**config.mk**
```make
export PLATFORM = sky130hd
export DESIGN_NAME = nmea_sentence_framer_flat
export DESIGN_NICKNAME = d
export VERILOG_FILES = /design/src/rtl/nsf_pkg.sv /design/src/rtl/nsf_byte_if.sv /design/src/rtl/nsf_result_if.sv /design/src/rtl/nsf_cfg_if.sv /design/src/rtl/nmea_sentence_framer.sv /design/src/flat_wrapper.sv
export SDC_FILE = /design/constraint.sdc
export NUM_CORES = 1
export LEC_CHECK = 0
export ABC_CLOCK_PERIOD_IN_PS = 6650
export BUFFER_PORTS_ARGS = -buffer_cell sky130_fd_sc_hd__buf_2
export CAP_MARGIN = 20
export CORE_UTILIZATION = 50
export CTS_CLUSTER_SIZE = 10
export DETAILED_ROUTE_END_ITERATION = 10
export PLACE_DENSITY_LB_ADDON = 0.15
export SYNTH_ARGS = -nofsm -noshare
export SYNTH_HDL_FRONTEND = slang
export SYNTH_SLANG_ARGS = --single-unit
```
**constraint.sdc**
```tcl
create_clock -name clk -period 6.65 [get_ports clk]
set_clock_uncertainty 0.2 [all_clocks]
set_input_delay 0.665 -clock clk [delete_from_list [all_inputs] [get_ports clk]]
set_output_delay 0.665 -clock clk [all_outputs]
set_load 0.01 [all_outputs]
```
**src/rtl/nsf_pkg.sv**
```systemverilog
package nsf_pkg;

  localparam int unsigned BYTE_W     = 8;
  localparam int unsigned LEN_W      = 8;
  localparam int unsigned CFG_IDX_W  = 2;
  localparam int unsigned MAX_FRAME  = 128;

  localparam logic [BYTE_W-1:0] START_CHAR_RST = 8'd36;
  localparam logic [BYTE_W-1:0] END_CHAR_RST   = 8'd10;
  localparam logic [BYTE_W-1:0] CHAR_STAR      = 8'h2a;
  localparam logic [BYTE_W-1:0] CHAR_UPPER_A   = 8'h41;
  localparam logic [BYTE_W-1:0] CHAR_ZERO      = 8'h30;
  localparam logic [BYTE_W-1:0] HEX_TEN        = 8'd10;

  typedef enum logic [CFG_IDX_W-1:0] {
    REG_START_CHAR = 2'd0,
    REG_END_CHAR   = 2'd1
  } cfg_reg_t;

  typedef enum logic [1:0] {
    MODE_HUNT = 2'd0,
    MODE_BODY = 2'd1,
    MODE_TAIL = 2'd2
  } mode_t;

  typedef enum logic [1:0] {
    ST_BUSY  = 2'd0,
    ST_FRAME = 2'd1,
    ST_NONE  = 2'd2,
    ST_LONG  = 2'd3
  } status_t;

  typedef struct packed {
    status_t            status;
    logic [LEN_W-1:0]   frame_length;
    logic               had_checksum;
  } result_t;

  // uppercase-only hex digit rule, value wraps to 8 bits
  function automatic logic [BYTE_W-1:0] hex_nibble(input logic [BYTE_W-1:0] d);
    logic [BYTE_W-1:0] v;
    if (d >= CHAR_UPPER_A) begin
      v = d - CHAR_UPPER_A + HEX_TEN;
    end else begin
      v = d - CHAR_ZERO;
    end
    return v;
  endfunction

endpackage

```
**src/rtl/nsf_byte_if.sv**
```systemverilog
interface nsf_byte_if;
  logic                        valid;
  logic                        ready;
  logic [nsf_pkg::BYTE_W-1:0]  byte_in;

  modport source (output valid, output byte_in, input ready);
  modport sink   (input valid, input byte_in, output ready);
endinterface

```
**src/rtl/nsf_result_if.sv**
```systemverilog
interface nsf_result_if;
  logic                        valid;
  logic                        ready;
  nsf_pkg::status_t            status;
  logic [nsf_pkg::LEN_W-1:0]   frame_length;
  logic                        had_checksum;

  modport source (output valid, output status, output frame_length, output had_checksum,
                  input ready);
  modport sink   (input valid, input status, input frame_length, input had_checksum,
                  output ready);
endinterface

```
**src/rtl/nsf_cfg_if.sv**
```systemverilog
interface nsf_cfg_if;
  logic                           valid;
  logic                           ready;
  logic [nsf_pkg::CFG_IDX_W-1:0]  index;
  logic [nsf_pkg::BYTE_W-1:0]     data;

  modport source (output valid, output index, output data, input ready);
  modport sink   (input valid, input index, input data, output ready);
endinterface

```
**src/rtl/nmea_sentence_framer.sv**
```systemverilog
// Channel  Dir  Payload                                   Transfer
// rx       in   byte_in[7:0]                              rx.valid & rx.ready
// frame    out  status[1:0], frame_length[7:0], had_chk   frame.valid & frame.ready
// cfg      in   index[1:0], data[7:0]                     cfg.valid & cfg.ready
//
// One result per byte; a byte can be taken every cycle while rx.ready is high, and
// its result is registered in the output register, or in the skid while it stalls.
// A two-entry output stage (register plus skid) keeps rx ready while one
// result waits; rx.ready drops only when both are full.
// rst is synchronous: hunting, start '$', end line feed, both stages empty.
module nmea_sentence_framer #(
  parameter int unsigned MAX_FRAME = nsf_pkg::MAX_FRAME
) (
  input  logic                  clk,
  input  logic                  rst,
  nsf_cfg_if.sink               cfg,
  nsf_byte_if.sink              rx,
  nsf_result_if.source          frame
);

  localparam logic [nsf_pkg::LEN_W-1:0] MaxLen = nsf_pkg::LEN_W'(MAX_FRAME);

  logic [nsf_pkg::BYTE_W-1:0] start_char;
  logic [nsf_pkg::BYTE_W-1:0] end_char;

  nsf_pkg::mode_t              mode, mode_next;
  logic [nsf_pkg::BYTE_W-1:0]  run_xor, run_xor_next;
  logic [nsf_pkg::LEN_W-1:0]   byte_count, byte_count_next;
  logic [nsf_pkg::BYTE_W-1:0]  recent [3];
  logic [nsf_pkg::BYTE_W-1:0]  recent_next [3];

  nsf_pkg::result_t res;
  nsf_pkg::result_t out_q;
  nsf_pkg::result_t skid_q;
  logic             out_valid;
  logic             skid_valid;

  logic                        accept;
  logic                        out_free;
  logic [nsf_pkg::LEN_W-1:0]   cnt_inc;
  logic [nsf_pkg::BYTE_W-1:0]  hi_nib, lo_nib, got;
  logic [nsf_pkg::BYTE_W-1:0]  b;

  assign cfg.ready = 1'b1;
  assign rx.ready  = !skid_valid;
  assign accept    = rx.valid && rx.ready;
  assign out_free  = !out_valid || frame.ready;

  assign frame.valid        = out_valid;
  assign frame.status       = out_q.status;
  assign frame.frame_length = out_q.frame_length;
  assign frame.had_checksum = out_q.had_checksum;

  always_ff @(posedge clk) begin
    if (rst) begin
      start_char <= nsf_pkg::START_CHAR_RST;
      end_char   <= nsf_pkg::END_CHAR_RST;
    end else if (cfg.valid && cfg.ready) begin
      case (cfg.index)
        nsf_pkg::REG_START_CHAR: start_char <= cfg.data;
        nsf_pkg::REG_END_CHAR:   end_char   <= cfg.data;
        default: ;
      endcase
    end
  end

  assign b       = rx.byte_in;
  assign cnt_inc = byte_count + nsf_pkg::LEN_W'(1);
  assign hi_nib  = nsf_pkg::hex_nibble(recent[2]);
  assign lo_nib  = nsf_pkg::hex_nibble(recent[1]);
  assign got     = (hi_nib << 4) | lo_nib;

  always_comb begin
    mode_next       = mode;
    run_xor_next    = run_xor;
    byte_count_next = byte_count;
    recent_next     = recent;
    res.status       = nsf_pkg::ST_BUSY;
    res.frame_length = '0;
    res.had_checksum = 1'b0;

    case (mode)
      nsf_pkg::MODE_BODY, nsf_pkg::MODE_TAIL: begin
        byte_count_next = cnt_inc;
        if (b == end_char) begin
          mode_next = nsf_pkg::MODE_HUNT;
          res.had_checksum = (mode == nsf_pkg::MODE_TAIL);
          if ((mode == nsf_pkg::MODE_TAIL) && (got != run_xor)) begin
            res.status = nsf_pkg::ST_NONE;
          end else begin
            res.status       = nsf_pkg::ST_FRAME;
            res.frame_length = cnt_inc;
          end
        end else if (cnt_inc >= MaxLen) begin
          mode_next  = nsf_pkg::MODE_HUNT;
          res.status = nsf_pkg::ST_LONG;
        end else begin
          if (b == nsf_pkg::CHAR_STAR) begin
            mode_next = nsf_pkg::MODE_TAIL;
          end else if (mode == nsf_pkg::MODE_BODY) begin
            run_xor_next = run_xor ^ b;
          end
          recent_next[2] = recent[1];
          recent_next[1] = recent[0];
          recent_next[0] = b;
        end
      end
      default: begin
        // hunting; the unused mode code behaves the same
        if (b == start_char) begin
          mode_next       = nsf_pkg::MODE_BODY;
          run_xor_next    = '0;
          byte_count_next = nsf_pkg::LEN_W'(1);
          recent_next[2]  = '0;
          recent_next[1]  = '0;
          recent_next[0]  = b;
        end else begin
          mode_next  = nsf_pkg::MODE_HUNT;
          res.status = nsf_pkg::ST_NONE;
        end
      end
    endcase
  end

  always_ff @(posedge clk) begin
    if (rst) begin
      mode       <= nsf_pkg::MODE_HUNT;
      run_xor    <= '0;
      byte_count <= '0;
      recent[0]  <= '0;
      recent[1]  <= '0;
      recent[2]  <= '0;
    end else if (accept) begin
      mode       <= mode_next;
      run_xor    <= run_xor_next;
      byte_count <= byte_count_next;
      recent     <= recent_next;
    end
  end

  // output register with skid: skid only fills while the output is stalled
  always_ff @(posedge clk) begin
    if (rst) begin
      out_valid  <= 1'b0;
      skid_valid <= 1'b0;
    end else if (out_free) begin
      if (skid_valid) begin
        out_valid  <= 1'b1;
        skid_valid <= 1'b0;
      end else begin
        out_valid <= accept;
      end
    end else if (accept) begin
      skid_valid <= 1'b1;
    end
  end

  always_ff @(posedge clk) begin
    if (out_free) begin
      if (skid_valid) begin
        out_q <= skid_q;
      end else if (accept) begin
        out_q <= res;
      end
    end else if (accept) begin
      skid_q <= res;
    end
  end

endmodule

```
**src/flat_wrapper.sv**
```systemverilog
// flat-port wrapper written by rule: the top's interface ports become plain ports
module nmea_sentence_framer_flat 
#(
  parameter int unsigned MAX_FRAME = nsf_pkg::MAX_FRAME
)
  (clk, rst, cfg_valid, cfg_index, cfg_data, cfg_ready, rx_valid, rx_byte_in, rx_ready, frame_valid, frame_status, frame_frame_length, frame_had_checksum, frame_ready);
  nsf_cfg_if cfg_i ();
  nsf_byte_if rx_i ();
  nsf_result_if frame_i ();
  input  logic clk;
  input  logic rst;
  input wire logic [$bits(cfg_i.valid)-1:0] cfg_valid;
  input wire logic [$bits(cfg_i.index)-1:0] cfg_index;
  input wire logic [$bits(cfg_i.data)-1:0] cfg_data;
  output wire logic [$bits(cfg_i.ready)-1:0] cfg_ready;
  input wire logic [$bits(rx_i.valid)-1:0] rx_valid;
  input wire logic [$bits(rx_i.byte_in)-1:0] rx_byte_in;
  output wire logic [$bits(rx_i.ready)-1:0] rx_ready;
  output wire logic [$bits(frame_i.valid)-1:0] frame_valid;
  output wire logic [$bits(frame_i.status)-1:0] frame_status;
  output wire logic [$bits(frame_i.frame_length)-1:0] frame_frame_length;
  output wire logic [$bits(frame_i.had_checksum)-1:0] frame_had_checksum;
  input wire logic [$bits(frame_i.ready)-1:0] frame_ready;
  assign cfg_i.valid = cfg_valid;
  assign cfg_i.index = cfg_index;
  assign cfg_i.data = cfg_data;
  assign cfg_ready = cfg_i.ready;
  assign rx_i.valid = rx_valid;
  assign rx_i.byte_in = rx_byte_in;
  assign rx_ready = rx_i.ready;
  assign frame_valid = frame_i.valid;
  assign frame_status = frame_i.status;
  assign frame_frame_length = frame_i.frame_length;
  assign frame_had_checksum = frame_i.had_checksum;
  assign frame_i.ready = frame_ready;
  nmea_sentence_framer #(.MAX_FRAME(MAX_FRAME)) u_core (.clk(clk), .rst(rst), .cfg(cfg_i), .rx(rx_i), .frame(frame_i));
endmodule
```
# Yosys cells after proc, flatten, opt, wreduce, memory -nomap -nowiden
# Index checks and enable logic that the tools add are counted.
# classes
reduce_logical,18
n_eq_ne,12
n_addsub,7
bitwise_logic,3
muxes,30
n_lt_le_gt_ge,3
# op_table
operator,n
$mux 24,4
$mux 8,10
$mux 11,2
$mux 2,9
$mux 9,2
$eq 8x8->1,2
$ge 8x7->1 const B,2
$reduce_and 2->1,6
$add 8x1->8 const B,1
$add 8x4->8 const B,1
$eq 8x6->1 const B,1
$ge 8x8->1 const B,1
$ne 8x8->1,1
$or 8x8->8,1
$sub 4x1->4 const B,2
$sub 8x6->8 const B,1
$sub 8x7->8 const B,1
$xor 8x8->8,1
$ne 2x2->1 const B,3
$reduce_and 6->1,1
$add 4x4->4 const B,1
$eq 2x1->1 const B,2
$mux 4,1
$ne 4x1->1 const B,1
11 further kinds,16
# word_totals
word_cells,89
ff_bits,82

# Depth between registers and ports, before layout
# depth
depth_word,11
ltp_mapped,11
depth_no_buf,9

# Worst setup path after synthesis
# OpenSTA, ideal clock, no wires.
# synth_path
kind,input to register
start,input rx_byte_in[6]
end,"register u_core.out_q, in the netlist u_core.frame.frame_length[0], data pin"
stages,9
setup_ns,0.180
path_buffers,2
slack_ns,3.537
arrival_ns,2.733
path_cell_list,clkbuf_1 xor2_1 nor4_1 nand2_1 a211o_1 or3_1 o31a_1 buf_6 o41ai_2
# synth_between
elab_chain_cells,5
# synth_lines
item,line_no,source
start: declaration,flat_wrapper.sv:17,input wire logic [$bits(rx_i.byte_in)-1:0] rx_byte_in;
$eq 8x8->1,nmea_sentence_framer.sv:85,if (b == end_char) begin
$mux 9,nmea_sentence_framer.sv:85,
$mux 9,nmea_sentence_framer.sv:82,case (mode)
$mux 11,nmea_sentence_framer.sv:162,end else if (accept) begin
$mux 11,nmea_sentence_framer.sv:160,if (skid_valid) begin
end signal: assignment,nmea_sentence_framer.sv:161,out_q <= skid_q;
end signal: assignment,nmea_sentence_framer.sv:163,out_q <= res;
end: declaration,nmea_sentence_framer.sv:33,nsf_pkg::result_t out_q;
# Every way passes these cells. The select of a mux whose other input is x is not followed.
# A chain may end at the register's enable or synchronous reset.

# Final worst setup path
# layout_path
start,register u_core.recent[9] in the netlist's numbering
end,"register u_core.out_q, in the netlist u_core.frame.frame_length[2], data pin"
# layout_between
elab_chain_cells,11
# layout_lines
item,line_no,source
start: declaration,nmea_sentence_framer.sv:29,logic [nsf_pkg::BYTE_W-1:0] recent [3];
start signal: assignment,nmea_sentence_framer.sv:137,recent <= recent_next;
$sub 8x7->8,nsf_pkg.sv:43,v = d - CHAR_UPPER_A + HEX_TEN;
$add 8x4->8,nsf_pkg.sv:43,
$mux 8 (*),nsf_pkg.sv:42,if (d >= CHAR_UPPER_A) begin
$or 8x8->8 (*),nmea_sentence_framer.sv:71,assign got = (hi_nib << 4) | lo_nib;
$ne 8x8->1 (*),nmea_sentence_framer.sv:88,if ((mode == nsf_pkg::MODE_TAIL) && (got != run_xor)) begin
$logic_and 1x1->1 (*),nmea_sentence_framer.sv:88,
$mux 8 (*),nmea_sentence_framer.sv:88,
$mux 9 (*),nmea_sentence_framer.sv:85,
$mux 9 (*),nmea_sentence_framer.sv:82,
$mux 11 (*),nmea_sentence_framer.sv:162,
$mux 11 (*),nmea_sentence_framer.sv:160,
# Every way passes the cells marked *; elsewhere a longest branch is shown, timed or not. The select of a mux whose other input is x is not followed.

==> results.toml <==
[status]
status = "complete, no violations"

[cts]
clock_latency_ps = 340
cts_resized = 0
htreeDepth = 3
path_clk_slew_ps = 80
hold_buffers = 0
cts_setup_buffers = 0
clockBufferDepth = 2
cts-buffers-inserted = 9
cts_tree = "done"
cts-root-buf = "clkbuf_8"
clock-sinks = 82

[critical_path]
crit_path_cell_trace = "inv_1 -> ha_1 -> or4b_4 -> a311oi_2 -> o21ai_1 -> a211o_1 -> a22o_1 -> nand3b_1 -> o41ai_1"
endpoint_kind = "register"
path_buf_inv = 1
worst-setup-path-type = "reg -> reg"
worstPathRequired_ps = 6570
critical_path.slowest_cell = "or4b_4"
crit_family = "compound AO/OA/AOI/OAI gates"
crit_fanout = 6
critPathArrivalTime_ps = 3320
worstSetupStartpointType = "register"
max_stage_delay_ps = 500

[flow_run]
max_cap_violations = 0

[synth]
synth_edf_count = 22
ys_warn_count = 0
postSynthAreaPerCell_sq_um = 9.122
synthesis.area_sq_um = 4297
synthesis.nets = 506
ys_ff_latch = 82
synth_ff_type = "dfxtp_1"
yosys.cell_types.count = 60
yosys.area.top_type = "dfxtp_1"
async_flop_share = 0
yosys-top-cells-area = "dfxtp_1, edfxtp_1, nor2_1, mux2i_1, a21oi_1"
seq_area_frac_synth = 0.4333
synth_top_area_frac = 0.2796
synth_cells = 471

[finish]
mostFrequentLayoutCells = "nor2_1, dfxtp_1, a21oi_1"
antenna_cells = 0
nNetsFinal = 529
final_common_cell = "nor2_1"
final_area_sq_um = 4716
fin_cells = 603
fillCellCount = 780
area_delta_synth_final_pct = 9.755
drive_gt1_frac = 0.1345

[timing]
worstMarginPinSlew_ps = 904.2
fmax_ghz = 0.2947
fin_crit_ps = 3394
rsz0062_at_grt = "false"
maxSlewHeadroom = 0.3950
hold-worst-slack_ps = 301.1
finalSetupTns_ps = 0
post-route-period-util = 0.5103
finalHoldViolations = 0
drv_slew = 0
setup_viol = 0

[global_route]
grt_pass1_wl_microns = 15670
antenna_found_initial = 0
met1_usage = 0.3037
grt.overflow.total = 0
grt_pass1_vias = 3256
grt_use_met2 = 0.3609
grt_usage = 0.2245
gr-usage-met3 = 0.04187
grt_max_degree = 61
top_usage_layer = "met2"

[place]
io_buffers = 35
placed_area_sq_um = 4506
dp.cells = 587
dp_hpwl_microns = 6789
gp_congestion = 0.8008

[floorplanning]
die-area_sq_um = 8968
coreArea_sq_um = 8258
ioPinCount = 37
die_x_microns = 94.70
start_util = 0.5203
rows = 33
die_h_microns = 94.70

[route]
routed_wl_microns = 9335
vias_per_cell = 5.741
vias = 3462
drt-pass1-iter-count = 4
drc = 0
wl_per_cell_microns = 15.48
ant_nets = 0
drtIter0Drc = 147

[worst_hold_path]
hp-class = "reg -> reg"

[pwr]
p_leak_nw = 1.768
powerDensity_nw_per_um2 = 194.9
power.total_mw = 0.9190
ir_drop_mv = 0.09917
-- final timing paths --
path | start | endpoint | slack [ps] | cells past startpoint
worst min register to register | u_core.run_xor[5] | u_core.run_xor[5] | 300 | 2
worst max-delay path | u_core.recent[9] | u_core.frame.frame_length[2] | 3260 | 9
worst max register to register | u_core.recent[9] | u_core.frame.frame_length[2] | 3260 | 9
worst min-delay path | u_core.run_xor[5] | u_core.run_xor[5] | 300 | 2
-- metrics by stage --
stage	utilization	setup slack [ps]
2_1_floorplan	-	3537
3_5_place_dp	0.5456	3089
5_1_grt	0.5711	3032
4_1_cts	0.5677	3259
3_3_place_gp	0.5456	3138
6_report	0.5711	3256
-- per-layer routing --
metal | vias up | wire length (microns)
li1 | 1735 | -
met1 | 1640 | 4480
met2 | 79 | 4372
met3 | 8 | 398
met4 | 0 | 84
met5 | - | 0
-- kinds of logic (layout without fill, tap and decap cells) --
family | Yosys count | count (layout) | share of synthesized area
XOR/XNOR | 30 | 30 | 0.06115
flip-flops | 82 | 82 | 0.4333
buffers and inverters | 47 | 74 | 0.04543
AND/OR/NAND/NOR | 164 | 164 | 0.1986
AO/OA/AOI/OAI | 113 | 113 | 0.1744
multiplexers | 22 | 22 | 0.05125
other | 1 | 1 | 0.0008728
adder cells (fa/ha/maj) | 12 | 12 | 0.03494
-- power breakdown --
part | switching (mW) | internal (mW) | leakage [nW]
Combinational | 0.0312 | 0.0217 | 0.991
Sequential | 0.00519 | 0.520 | 0.687
Clock | 0.172 | 0.169 | 0.0902
Total | 0.208 | 0.711 | 1.77
-- cells in the mapped netlist (2+ instances only) --
library cell  instances
a21o_1                2
inv_1                19
or3b_2                6
a211oi_1              5
a31oi_1               4
dfxtp_1              60
mux2i_1              22
o41ai_1               2
nor4_1                2
clkbuf_1             23
nand2_1              20
o21ai_0              22
nand4_1               3
nor2b_1               4
o31ai_1               2
and4_1                2
xnor2_1              18
buf_6                 2
nand3b_1              6
nor3b_1              15
edfxtp_1             22
ha_1                 12
a21oi_1              38
a32oi_1               4
a211o_1               6
nor3_1               17
nand3_1               4
o211ai_1              5
nor2_1               66
o41ai_2               2
o21a_1                2
a22oi_1               7
nand2b_1              3
xor2_1               12
and3_1                7
-- registers in the layout, summed over array words and instances, names as in the netlist --
name,flops
u_core.frame.had_checksum,1
u_core.start_char,8
u_core.frame.frame_length,8
u_core.run_xor,8
u_core.mode,2
u_core.skid_valid,1
u_core.skid_q,11
u_core.recent,24
u_core.byte_count,8
u_core.end_char,8
u_core.frame.valid,1
u_core.frame.status,2
-- layout make-up --
class / count / area [sq um] / area share
multi-input combinational: 342 / 2240 / 0.4749
sequential: 82 / 1862 / 0.3948
timing repair buffer: 39 / 225.2 / 0.04776
tap: 105 / 131.4 / 0.02786
clock buffer: 9 / 123.9 / 0.02627
inverter: 20 / 75.07 / 0.01592
clock inverter: 6 / 58.81 / 0.01247
-- worst register-to-register path, delay by kind of cell, from the launching register on --
| family | cells | cell delay (ps) |
|---|---|---|
| AND/OR/NAND/NOR | 2 | 760 |
| adder cells (fa/ha/maj) | 1 | 190 |
| AO/OA/AOI/OAI | 5 | 1480 |
| buffers and inverters | 1 | 120 |
| flip-flops | 1 | 420 |
Power figures use the tool's default switching activity.
